**src/hdl/lpd_pkg.sv**
```systemverilog
// Shared types and constants for the length-prefix deframer.
// No dependencies; imported by every module of the block.
package lpd_pkg;

  localparam int unsigned BYTE_W     = 8;
  localparam int unsigned LEN_W      = 31;
  localparam int unsigned SHIFT_W    = 24;  // header bytes held before the last one arrives
  localparam int unsigned HDR_BYTES  = 4;
  localparam int unsigned HCNT_W     = $clog2(HDR_BYTES);
  localparam int unsigned QUEUE_DEPTH = 4;
  localparam int unsigned QPTR_W     = $clog2(QUEUE_DEPTH);
  localparam int unsigned QCNT_W     = QPTR_W + 1;

  localparam logic [LEN_W-1:0]  MAX_FRAME_RESET = 31'd65536;
  localparam logic [HCNT_W-1:0] HCNT_LAST       = HCNT_W'(HDR_BYTES - 1);

  typedef enum logic [1:0] {
    PH_HEADER  = 2'd0,
    PH_PAYLOAD = 2'd1,
    PH_ABORTED = 2'd2
  } phase_t;

  typedef enum logic [1:0] {
    KIND_PAYLOAD = 2'd0,
    KIND_EMPTY   = 2'd1,
    KIND_ABORT   = 2'd2,
    KIND_DISCARD = 2'd3
  } kind_t;

  typedef struct packed {
    kind_t             kind;
    logic [BYTE_W-1:0] payload;
    logic              first;
    logic              last;
  } res_t;

endpackage

```
**src/hdl/lpd_front.sv**
```systemverilog
// Front end of the deframer: accepts bytes, tracks header/payload/abort phase,
// and classifies each byte into at most one result. Depends on lpd_pkg.
module lpd_front import lpd_pkg::*; (
  input  logic              clk,
  input  logic              rst,
  input  logic              cfg_we,
  input  logic [LEN_W-1:0]  cfg_wdata,
  input  logic              in_xfer,
  input  logic [BYTE_W-1:0] in_byte,
  input  logic              in_start,
  output logic              res_valid,
  output res_t              res
);

  phase_t             phase, phase_next;
  logic [HCNT_W-1:0]  header_count, header_count_next;
  logic [SHIFT_W-1:0] length_shift, length_shift_next;
  logic [LEN_W-1:0]   bytes_left, bytes_left_next;
  logic               first_pending, first_pending_next;
  logic [LEN_W-1:0]   max_frame_size;

  // state as seen after an optional new-connection clear
  phase_t             eff_phase;
  logic [HCNT_W-1:0]  eff_count;
  logic [SHIFT_W-1:0] eff_shift;
  logic [LEN_W-1:0]   eff_left;
  logic               eff_first;
  logic               unfinished;
  logic [31:0]        len;
  logic               header_done;
  logic               len_bad;
  logic               len_zero;
  logic               is_last;

  always_comb begin
    eff_phase   = in_start ? PH_HEADER : phase;
    eff_count   = in_start ? '0 : header_count;
    eff_shift   = in_start ? '0 : length_shift;
    eff_left    = in_start ? '0 : bytes_left;
    eff_first   = in_start ? 1'b0 : first_pending;
    unfinished  = (phase == PH_PAYLOAD) || (phase == PH_HEADER && header_count != '0);
    len         = {eff_shift, in_byte};
    header_done = (eff_count == HCNT_LAST);
    len_bad     = len[31] || (len[LEN_W-1:0] > max_frame_size);
    len_zero    = (len == 32'd0);
    is_last     = (eff_left <= LEN_W'(1));
  end

  // next-state block
  always_comb begin
    phase_next         = eff_phase;
    header_count_next  = eff_count;
    length_shift_next  = eff_shift;
    bytes_left_next    = eff_left;
    first_pending_next = eff_first;
    case (eff_phase)
      PH_HEADER: begin
        if (header_done) begin
          header_count_next = '0;
          length_shift_next = '0;
          if (len_bad) begin
            phase_next         = PH_ABORTED;
            bytes_left_next    = '0;
            first_pending_next = 1'b0;
          end else if (!len_zero) begin
            phase_next         = PH_PAYLOAD;
            bytes_left_next    = len[LEN_W-1:0];
            first_pending_next = 1'b1;
          end
        end else begin
          header_count_next = eff_count + HCNT_W'(1);
          length_shift_next = len[SHIFT_W-1:0];
        end
      end
      PH_PAYLOAD: begin
        first_pending_next = 1'b0;
        if (is_last) begin
          phase_next      = PH_HEADER;
          bytes_left_next = '0;
        end else begin
          bytes_left_next = eff_left - LEN_W'(1);
        end
      end
      default: begin
        // aborted: drop the byte, hold everything
      end
    endcase
  end

  // output block
  always_comb begin
    res_valid   = 1'b0;
    res.kind    = KIND_PAYLOAD;
    res.payload = '0;
    res.first   = 1'b0;
    res.last    = 1'b0;
    if (in_start && unfinished) begin
      res_valid = 1'b1;
      res.kind  = KIND_DISCARD;
    end
    case (eff_phase)
      PH_HEADER: begin
        if (header_done) begin
          if (len_bad) begin
            res_valid = 1'b1;
            res.kind  = KIND_ABORT;
          end else if (len_zero) begin
            res_valid = 1'b1;
            res.kind  = KIND_EMPTY;
          end
        end
      end
      PH_PAYLOAD: begin
        res_valid   = 1'b1;
        res.kind    = KIND_PAYLOAD;
        res.payload = in_byte;
        res.first   = eff_first;
        res.last    = is_last;
      end
      default: begin
      end
    endcase
    res_valid = res_valid && in_xfer;
  end

  always_ff @(posedge clk) begin
    if (rst) begin
      phase          <= PH_HEADER;
      header_count   <= '0;
      length_shift   <= '0;
      bytes_left     <= '0;
      first_pending  <= 1'b0;
      max_frame_size <= MAX_FRAME_RESET;
    end else begin
      if (cfg_we) begin
        max_frame_size <= cfg_wdata;
      end
      if (in_xfer) begin
        phase         <= phase_next;
        header_count  <= header_count_next;
        length_shift  <= length_shift_next;
        bytes_left    <= bytes_left_next;
        first_pending <= first_pending_next;
      end
    end
  end

endmodule

```
**src/hdl/lpd_queue.sv**
```systemverilog
// Short result queue between the front and back ends of the deframer.
// Register-based FIFO of QUEUE_DEPTH entries; depends on lpd_pkg.
module lpd_queue import lpd_pkg::*; (
  input  logic clk,
  input  logic rst,
  input  logic push,
  input  res_t push_data,
  input  logic pop,
  output res_t pop_data,
  output logic empty,
  output logic full
);

  res_t              entry [QUEUE_DEPTH];
  logic [QPTR_W-1:0] wr_ptr;
  logic [QPTR_W-1:0] rd_ptr;
  logic [QCNT_W-1:0] count;
  logic              do_push;
  logic              do_pop;

  assign empty    = (count == '0);
  assign full     = (count == QCNT_W'(QUEUE_DEPTH));
  assign do_push  = push && !full;
  assign do_pop   = pop && !empty;
  assign pop_data = entry[rd_ptr];

  always_ff @(posedge clk) begin
    if (do_push) begin
      entry[wr_ptr] <= push_data;
    end
  end

  always_ff @(posedge clk) begin
    if (rst) begin
      wr_ptr <= '0;
      rd_ptr <= '0;
      count  <= '0;
    end else begin
      if (do_push) wr_ptr <= wr_ptr + QPTR_W'(1);
      if (do_pop)  rd_ptr <= rd_ptr + QPTR_W'(1);
      case ({do_push, do_pop})
        2'b10:   count <= count + QCNT_W'(1);
        2'b01:   count <= count - QCNT_W'(1);
        default: count <= count;
      endcase
    end
  end

endmodule

```
**src/hdl/lpd_back.sv**
```systemverilog
// Back end of the deframer: pulls results from the queue into the output
// register and presents them on the master stream. Depends on lpd_pkg.
module lpd_back import lpd_pkg::*; (
  input  logic              clk,
  input  logic              rst,
  input  logic              q_empty,
  input  res_t              q_data,
  output logic              q_pop,
  output logic              out_valid,
  input  logic              out_ready,
  output logic [BYTE_W-1:0] out_data,
  output logic [2:0]        out_user,
  output logic              out_last
);

  res_t out_reg;
  logic valid;

  // refill whenever the register is empty or being drained this cycle
  assign q_pop = !q_empty && (!valid || out_ready);

  always_ff @(posedge clk) begin
    if (rst) begin
      valid <= 1'b0;
    end else if (q_pop) begin
      valid <= 1'b1;
    end else if (out_ready) begin
      valid <= 1'b0;
    end
  end

  always_ff @(posedge clk) begin
    if (q_pop) begin
      out_reg <= q_data;
    end
  end

  assign out_valid = valid;
  assign out_data  = out_reg.payload;
  assign out_user  = {out_reg.first, out_reg.kind};
  assign out_last  = out_reg.last;

endmodule

```
**src/hdl/length_prefix_deframer.sv**
```systemverilog
// Top level of the length-prefix deframer: front parser, result queue, and
// output stage. Depends on lpd_pkg, lpd_front, lpd_queue and lpd_back.
//
//  channel  | direction | tdata            | tuser                       | tlast
//  ---------+-----------+------------------+-----------------------------+--------------
//  s_axis   | in        | [7:0] rx_byte    | [0] connection_start        | -
//  m_axis   | out       | [7:0] payload    | [1:0] kind, [2] first       | last_of_frame
//  cfg      | in        | cfg_wdata[30:0] max_frame_size, written when cfg_we is high
//
// One byte is taken per cycle while s_axis_tready is high; each result passes
// through the front logic, the queue and the output register on its way out.
// A four-entry queue decouples parsing from the output; s_axis_tready drops
// only when that queue is full, i.e. after the output has been stalled.
// Reset (rst, synchronous) returns the parser to the header phase, empties the
// queue and restores max_frame_size to 65536.
module length_prefix_deframer import lpd_pkg::*; (
  input  logic              clk,
  input  logic              rst,
  // configuration
  input  logic              cfg_we,
  input  logic [LEN_W-1:0]  cfg_wdata,      // [30:0] max_frame_size
  // input stream
  input  logic              s_axis_tvalid,
  output logic              s_axis_tready,
  input  logic [BYTE_W-1:0] s_axis_tdata,   // [7:0] rx_byte
  input  logic              s_axis_tuser,   // [0] connection_start
  // result stream
  output logic              m_axis_tvalid,
  input  logic              m_axis_tready,
  output logic [BYTE_W-1:0] m_axis_tdata,   // [7:0] payload_byte
  output logic [2:0]        m_axis_tuser,   // [1:0] kind, [2] first_of_frame
  output logic              m_axis_tlast    // last_of_frame
);

  logic in_xfer;
  logic res_valid;
  res_t res;
  logic q_full;
  logic q_empty;
  logic q_pop;
  res_t q_data;

  // take a byte whenever the queue has room for its possible result
  assign s_axis_tready = !q_full;
  assign in_xfer       = s_axis_tvalid && s_axis_tready;

  lpd_front u_front (
    .clk       (clk),
    .rst       (rst),
    .cfg_we    (cfg_we),
    .cfg_wdata (cfg_wdata),
    .in_xfer   (in_xfer),
    .in_byte   (s_axis_tdata),
    .in_start  (s_axis_tuser),
    .res_valid (res_valid),
    .res       (res)
  );

  lpd_queue u_queue (
    .clk       (clk),
    .rst       (rst),
    .push      (res_valid),
    .push_data (res),
    .pop       (q_pop),
    .pop_data  (q_data),
    .empty     (q_empty),
    .full      (q_full)
  );

  lpd_back u_back (
    .clk       (clk),
    .rst       (rst),
    .q_empty   (q_empty),
    .q_data    (q_data),
    .q_pop     (q_pop),
    .out_valid (m_axis_tvalid),
    .out_ready (m_axis_tready),
    .out_data  (m_axis_tdata),
    .out_user  (m_axis_tuser),
    .out_last  (m_axis_tlast)
  );

endmodule

```
**config.mk**
```make
export PLATFORM = sky130hd
export DESIGN_NAME = length_prefix_deframer
export DESIGN_NICKNAME = d
export VERILOG_FILES = /design/src/hdl/lpd_pkg.sv /design/src/hdl/lpd_front.sv /design/src/hdl/lpd_queue.sv /design/src/hdl/lpd_back.sv /design/src/hdl/length_prefix_deframer.sv
export SDC_FILE = /design/constraint.sdc
export NUM_CORES = 1
export LEC_CHECK = 0
export BUFFER_PORTS_ARGS = -buffer_cell sky130_fd_sc_hd__buf_2
export CORE_UTILIZATION = 50
export DETAILED_ROUTE_END_ITERATION = 10
export GPL_ROUTABILITY_DRIVEN = 0
export GPL_TIMING_DRIVEN = 0
export PLACE_DENSITY_LB_ADDON = 0.1
export SETUP_SLACK_MARGIN = 0.02
export SLEW_MARGIN = 25
export SYNTH_ARGS = -nofsm -noshare
export SYNTH_HDL_FRONTEND = slang
export SYNTH_HIERARCHICAL = 1
export SYNTH_SLANG_ARGS = --single-unit
```
**constraint.sdc**
```tcl
create_clock -name clk -period 7.65 [get_ports clk]
set_input_delay 0 -clock clk [delete_from_list [all_inputs] [get_ports clk]]
set_output_delay 0 -clock clk [all_outputs]
set_load 0.01 [all_outputs]
```
==> results of run 1 <==
==> power breakdown <==
group | leakage [uW] | internal, uW | switching [uW]
sequential | 0.00144 | 902 | 17.9
combinational | 0.00213 | 89.3 | 127
clock | 0.000269 | 471 | 367
total | 0.00384 | 1460 | 512
==> layer usage <==
metal  vias up  share of wire (%)
met1      3525                 43
met3        31                5.1
met5         -                  0
met2       231                 49
met4         0                2.2
li1       3499                  -
==> worst paths after layout <==
kind	to	slack [ns]	cells after the start
worst min register to register	u_front/header_count[1]	0.48	2
worst max register to register	u_queue/count[2]	3.22	20
worst min-delay path	u_front/length_shift[16]	0.04	4
worst max-delay path	u_queue/count[2]	1.49	26
==> state kept, by name (all words and copies together) (netlist names), named ones only <==
| register | count |
|---|---|
| u_front/max_frame_size | 31 |
| u_front/phase | 2 |
| u_back/out_user | 3 |
| u_front/length_shift | 24 |
| u_back/out_last | 1 |
| u_front/first_pending | 1 |
| u_front/bytes_left | 31 |
| u_queue/wr_ptr | 2 |
| u_back/out_valid | 1 |
| u_back/out_data | 8 |
| u_front/header_count | 2 |
| u_queue/count | 3 |
| u_queue/rd_ptr | 2 |
| u_queue/entry | 48 |
==> through the flow <==
stage                     setup slack, ns  util [%]
after detailed placement             1.14      54.4
after global placement               1.14      54.4
after global routing                 1.16      60.4
after floorplan                      2.79         -
final                                1.49      60.4
after CTS                            1.56      60.3
==> worst reg2reg max path, cell delays in order (launching register included) <==
cell and delay, ns:
dfxtp_1 0.39, nor2b_1 0.26, ha_1 0.31, a21oi_2 0.14
a211oi_1 0.08, or4_4 0.51, or4_4 0.54, o21ai_2 0.18
nand2_2 0.10, nand2_1 0.11, or2_2 0.13, a31oi_1 0.11
inv_1 0.12, nor2_1 0.10, inv_1 0.08, ha_1 0.18
inv_1 0.06, fa_1 0.37, xor2_1 0.15, or3_1 0.30
a21oi_1 0.14
==> cell families (layout without fill, tap and decap cells) <==
family / after synthesis / count (layout)
adder cells (fa/ha/maj): 36 / 36
flip-flops: 161 / 161
AO/OA/AOI/OAI: 208 / 208
buffers and inverters: 93 / 222
XOR/XNOR: 10 / 10
AND/OR/NAND/NOR: 340 / 340
multiplexers: 43 / 43
==> cell type report <==
| cell class | count | area (um2) |
|---|---|---|
| Clock inverter | 13 | 126 |
| Buffer | 48 | 225 |
| Fill cell | 1481 | 6570 |
| Timing Repair Buffer | 97 | 686 |
| Inverter | 45 | 169 |
| Sequential cell | 161 | 3820 |
| Multi-Input combinational cell | 637 | 4260 |
| Clock buffer | 19 | 453 |
| Tap cell | 220 | 275 |
==> synth_stat cells (3+ instances only) <==
cell type,n,share of area (%)
nor2_1,104,4.6
dfxtp_1,101,24
nand2_1,70,3.1
a21oi_1,67,4.0
edfxtp_1,60,21
inv_1,45,2.0
o21ai_0,36,2.1
ha_1,35,5.2
nor2b_1,33,2.4
clkbuf_1,32,1.4
mux2i_1,31,3.7
nand3_1,27,1.6
nor3_1,20,1.2
o22ai_1,14,1.0
and2_1,13,0.96
a221o_1,10,1.2
nor4_1,10,0.74
a22oi_1,9,0.80
or3_1,9,0.66
a211oi_1,8,0.71
mux4_1,8,2.5
nand3b_1,8,0.71
buf_1,6,0.27
nand2b_1,6,0.44
nand4_1,6,0.44
a31oi_1,5,0.37
and3_1,5,0.37
o21a_1,5,0.44
o311ai_0,5,0.52
or4_1,5,0.44
xnor2_1,5,0.52
xor2_1,5,0.52
a311oi_1,4,0.41
buf_2,4,0.24
mux4_2,4,1.1
o221ai_1,4,0.41
o31ai_1,4,0.35
o32ai_1,4,0.41
a21o_1,3,0.27
nand2_2,3,0.22
o21ai_2,3,0.31
==> repair_timing <==
item | CTS | global route
resized for setup | 0 | 0
endpoints found under the hold margin | 39 | 0
hold buffers | 40 | 0
==> placed cells by master, fill, tap and decap left out, drive strengths merged, types with 9 or more instances in the layout <==
master,n
a22oi,9
nor2b,34
inv,50
dfxtp,101
nor4,11
or3,10
nand3,27
edfxtp,60
dlygate4sd3,40
nor3,22
nand2,73
nor2,104
o22ai,14
buf,70
a221o,10
and2,14
mux4,12
mux2i,31
o21ai,41
clkbuf,54
a21oi,69
ha,35
==> out/summary.md, run 1 <==
The initialized floorplan defines 47 standard-cell rows. Dividing total power by cell area gives a power density of 197 nW/um2. Worst min-delay path startpoint: s_axis_tuser. The count of nets left with antenna violations once routing finished came out at 0. Detail-routed net length per standard cell: 19.0 um.

Area overhead of the layout relative to synthesis: 18.3%. Of all nets on the critical path, the largest fanout is 10. The later pin in the worst-skew pair is clocked with a latency of 0.43 ns. Of the available clock period, the critical path in the final layout requires 80.6%. The synthesized-area fraction occupied by ao, oa, aoi and oai cells works out to 16.3%.

The library cell contributing the largest single delay on the critical path is clkbuf_1. STA classifies the critical path endpoint as a register. The endpoint required time on the critical path is 8.01 ns, and the post-synthesis cell area is 8470 um2. In the final timing run, aggregate negative setup slack is 0 ns. The tools report the number of unique standard cell types used by synthesis as 81. The non-filler instance count after layout is 1240, and the area enclosed by the die boundary is 17500 um2.

The startpoint identified for the worst register-to-register timing path is u_front/length_shift[14]. The synthesized netlist devotes 1.03% of its cell area to XOR and XNOR gates. Counting the buffers created by CTS gives 17.

The met1 global-route usage was 36.4%; the initial core utilization was 51.1%. The run gives 16500 um as the half-perimeter wire length of the detailed placement result. The net count reported at finish came out at 1088.

The path category of the worst min-delay check was in2reg. Most used flip-flop cell after synthesis: dfxtp_1. The longest individual stage delay on the worst path is 0.60 ns, and the post-placement cell area is 9030 um2. TritonCTS built the clock tree.

The logs give 0 for the hold violation total from the final report and 6.52 ns for the arrival time reported for the critical path endpoint. Global routing used 3.88% of the available met3 tracks. The post-synthesis adder-cell area fraction was 5.41%.

The buffer and inverter count on the worst path is 9. For the routed wire length, the log shows 23500 um. The overall power after layout was 1970 uW.

Clock sink total: 161. For this run, the detailed router's first-pass iteration total came to 5. The standby leakage power came out at 0.00384 uW. Using the TritonRoute via totals, the vias-per-cell ratio works out to 5.88.

The clock root buffer master was clkbuf_16. The number of warnings printed during yosys synthesis was 6; the clock tree buffer depth was 2. The tools report the via count of the first global-routing pass as 6902. For the deepest level of the CTS H-tree, the log shows 4. In this run the tightest slew margin relative to its limit is 35.2%.

The minimum period implied by the final worst setup slack works out to 6.16 ns. For the final database, setup skew stands at 0.00849 ns. The transition time at the pin with the least slew margin works out to 0.962 ns. Counting stages on the worst path, the most repeated cell is clkbuf_1.

The worst setup path is launched from an input port. For the met2 track utilization from global routing, the log shows 46.8%. Sequential elements use 45.2% of the synthesized area.

The number of nets handed over by synthesis was 972. Setup violations remaining at the end of the flow were counted as 0. The run gives 0 as the final-report max-slew violation count.

In the global route stage, overall resource usage came out at 27.8%. For the number of cells produced by synthesis, the log shows 891. After global routing the overflow that remains totals 0. After synthesis, the largest family of logic cells by area is simple AND/OR/NAND/NOR gates. In this run, placement finished with an instance count of 1168. In this run the worst setup path begins at s_axis_tuser. Number of input and output port buffers inserted: 57.

In this run the horizontal extent of the chip is 132 um. The total area inside the core boundary comes to 16600 um2. Of all flip-flops after synthesis, the portion carrying an async set or reset was 0%.

A synthesized cell averages 9.50 um2. Worst hold slack: 0.0372 ns. Setup repair after global routing left no endpoint under its margin. The die extent in y is 132 um. In the synthesized netlist, mux cells make up 7.21% of the area. The post-route netlist has 12.9% of its cells at a drive strength greater than 1. The tools report the number of ports placed on the die boundary as 59. The number of setup buffers added after CTS is 0. The DRC marker count from the first detailed-route iteration is 619, and the number of flops mapped to enable cells by yosys is 60.

The number of flip-flops and latches in the synthesized netlist came out at 161. The tools report the via count as 7286. The critical path is of the in2reg type. The busiest layer in global routing was met2. The flow ran to the end, and the final reports show no timing, DRC or antenna violations. The simple logic cell fraction of the synthesized area is 20.2%, and the post-CTS clock slew at the launch and capture registers of the worst setup and hold paths is 0.06 ns. The tool flagged a number of max-cap violations equal to 0.

The tools report the post-route cell area as 10000 um2. The tools report the initial antenna violation count as 0. The repair_antennas step left the layout with diodes totalling 0.

Kind of cell with the highest combined delay on the critical path: buffers and inverters. The logs give 159 uV for the maximum VDD drop and 162 MHz for the maximum clock frequency. The global-route wire length before repair is 37300 um, and the post-route DRC violation count is 0. Entering global routing, the biggest net connects 17 pins.
No activity file was read; power rests on OpenSTA's default activity.
==> run 2, diff against run 1 <==
==> constraint.sdc (replaced) <==
create_clock -name clk -period 5.3 [get_ports clk]
set_input_delay 0 -clock clk [delete_from_list [all_inputs] [get_ports clk]]
set_output_delay 0 -clock clk [all_outputs]
set_load 0.01 [all_outputs]
==> out/summary.md, run 2 (synthesis results as in run 1) <==
The initial core utilization came out at 51.1%. The post-CTS clock slew at the launch and capture registers of the worst setup and hold paths works out to 0.07 ns. For this run, design rule violations remaining after detail routing come to 0.

For the worst setup path, the data required time is 5.66 ns. The logs give 0 for the initial antenna violation count and 0 for the total of endpoints with negative setup slack in the final report. The detail-routed via count per cell came out at 5.82. The run gives 0.00909 ns as the setup skew after layout. For this run, the post-layout net count is 1086. The area used by multi-input combinational logic is 4260 um2, and the number of ports placed on the die boundary is 59.

The sequential cells in the finished layout cover a total of 3820 um2. Before CTS, the worst setup slack after placement is -1.21 ns. The tools report the relative slew slack as 37.4%.

In the final layout, the share of cells above drive strength 1 is 13.2%. For this run, global-route usage on met3 was measured as 3.77%. The design draws 2850 uW.

The flow ran to the end, and the final reports show no timing, DRC or antenna violations. IR analysis of the VDD net gives a maximum drop of 230 uV. STA classifies the critical path startpoint as an input port.

Summed over all cells, the static leakage comes to 0.00385 uW. The core region is 16600 um2. 0 antenna diodes ended up in the layout. The deepest level of the CTS H-tree is 4. Clock tree synthesis inserted a total of 17 buffers. The area growth from synthesis to layout is 18.2%. The logs give 6893 for the via count of the first global-routing pass and 548 for the DRC marker count from the first detailed-route iteration. The via count is 7210, and the width of the die is 132 um.

The finished layout holds 1238 standard cells, fillers aside. The post-CTS setup-driven buffer insertion count was 0. In the post-route analysis, the smallest setup slack over all paths is 0.416 ns. The floorplan step set the die height to 132 um. STA puts the critical path data arrival time at 5.25 ns.

CTS placed an instance of clkbuf_16 at the clock tree root. The tool flagged a number of max-cap violations equal to 0. Including well taps, the total number of placed cells is 1168. The register ranked first by flip-flop count is u_queue/entry. The maximum clock frequency was 205 MHz; the detail-routed net length per standard cell was 18.9 um. The number of input and output port buffers inserted came out at 57.

Counting along the longest clock path gives a buffer depth of 2. For this run, global-route usage on met1 was measured as 36.1%. Transition time at the pin with the least slew margin: 0.930 ns. The largest registers in the layout are u_queue/entry: 48 flops, u_front/bytes_left: 31 flops, u_front/max_frame_size: 31 flops. The global-route wire length before repair was 37100 um; the met2 track utilization from global routing was 46.5%.

STA classifies the critical path endpoint as a register. Across every metal layer, demand over resource in global routing totals 27.6%. The maximum fanout along the worst path came out at 24. Fill cells in the final layout number 1481. The busiest layer in global routing was met2. The floorplan has 47 rows.

The clock sink total was 161. Entering global routing, the biggest net connects 25 pins. The register with the most flip-flops in the layout has 48 of them. The die covers 17500 um2. By startpoint and endpoint, the worst setup path is classified as in2reg. The worst hold path belongs to the class in2reg.

The tools report the number of search-and-repair iterations in the first detailed-routing pass as 5. The global-route congestion overflow total was 0; the ratio of final minimum period to clock period was 92.2%. At the end of the flow the core is filled with cells to 60.4%.

At the later pin of the worst-skew pair, clock insertion delay measures 0.43 ns. After detailed routing, the total wire length is 23400 um. The leading cell type in the layout, fill and taps excluded was nor2_1. After legalization and detailed placement, the total HPWL measured 16500 um.

Setup repair after global routing left no endpoint under its margin. The run gives 0.86 ns as the flop-to-flop setup slack. Power spread over the standard cell area amounts to 285 nW/um2.

The hold violation total from the final report was 0. The library cells used most frequently in the layout, excluding fill and tap cells, are nor2_1, dfxtp_1, nand2_1. The worst path in the final design needs a cycle of 4.88 ns, including I/O delays and setup. The count of nets left with antenna violations after detail routing is 0.

TritonCTS built the clock tree. The final-report max-slew violation count came out at 0.
[run 2: changes by cell type in the layout (fill, tap and decap cells not counted), sizes merged]
| cell | before | now |
|---|---|---|
| clkbuf | 54 | 53 |
| buf | 70 | 69 |
[run 2: final timing paths]
path / start / endpoint / cells past startpoint
max: s_axis_tuser / u_queue/count[2] / 24
min: cfg_we / u_front/max_frame_size[30] / 3
max reg2reg: u_front/length_shift[15] / u_queue/count[2] / 20
min reg2reg: u_front/header_count[1] / u_front/header_count[1] / 2
[run 2: area by class of cell]
| class | count | share of cell area (%) |
|---|---|---|
| inverters | 45 | 1.69 |
| flip-flops and latches | 161 | 38.2 |
| repair buffers | 97 | 6.87 |
| clock buffers | 19 | 4.52 |
| well taps | 220 | 2.75 |
| clock inverters | 13 | 1.26 |
| plain buffers | 46 | 2.20 |
| multi-input cells | 637 | 42.5 |
[run 2: through the flow]
step           hold slack [ns]  TNS [ns]  cell area, um2
2_1_floorplan           0.0624         0            8470
3_3_place_gp             0.215    -42.23            9030
3_5_place_dp             0.220    -40.74            9030
4_1_cts                 0.0200         0           10000
5_1_grt                 0.0526         0           10000
6_report                0.0335         0           10000
[run 2: power breakdown]
group | internal [uW] | switching, uW | total, uW
registers | 1300 | 25.6 | 1330
logic | 129 | 183 | 312
clock network | 679 | 532 | 1210
total | 2110 | 740 | 2850
[run 2: timing repair]
item | in CTS | in global routing
setup endpoints to repair | 51 | 1
endpoints found under the hold margin | 39 | 0
hold buffers | 40 | 0
gates resized for setup | 2 | 1
[run 2: critical path: stages]
cell and delay [ns]:
clkbuf_4 0.32, clkbuf_2 0.34, clkbuf_2 0.37, clkbuf_1 0.36, nor2b_1 0.12, ha_1 0.31, nand4_1 0.14, a211oi_1 0.06
or4_4 0.51, or4_4 0.54, o21ai_2 0.18, nand2_2 0.10, nand2_1 0.11, or2_2 0.13, a31oi_1 0.11, inv_1 0.12
nor2_1 0.10, inv_1 0.08, ha_1 0.18, inv_1 0.06, fa_1 0.37, xor2_1 0.15, or3_1 0.30, a21oi_1 0.14
[run 2: metal layers]
layer | up-vias | wire length, um
li1 | 3493 | -
met1 | 3434 | 10200
met2 | 243 | 11400
met3 | 40 | 1230
met4 | 0 | 585
met5 | - | 0
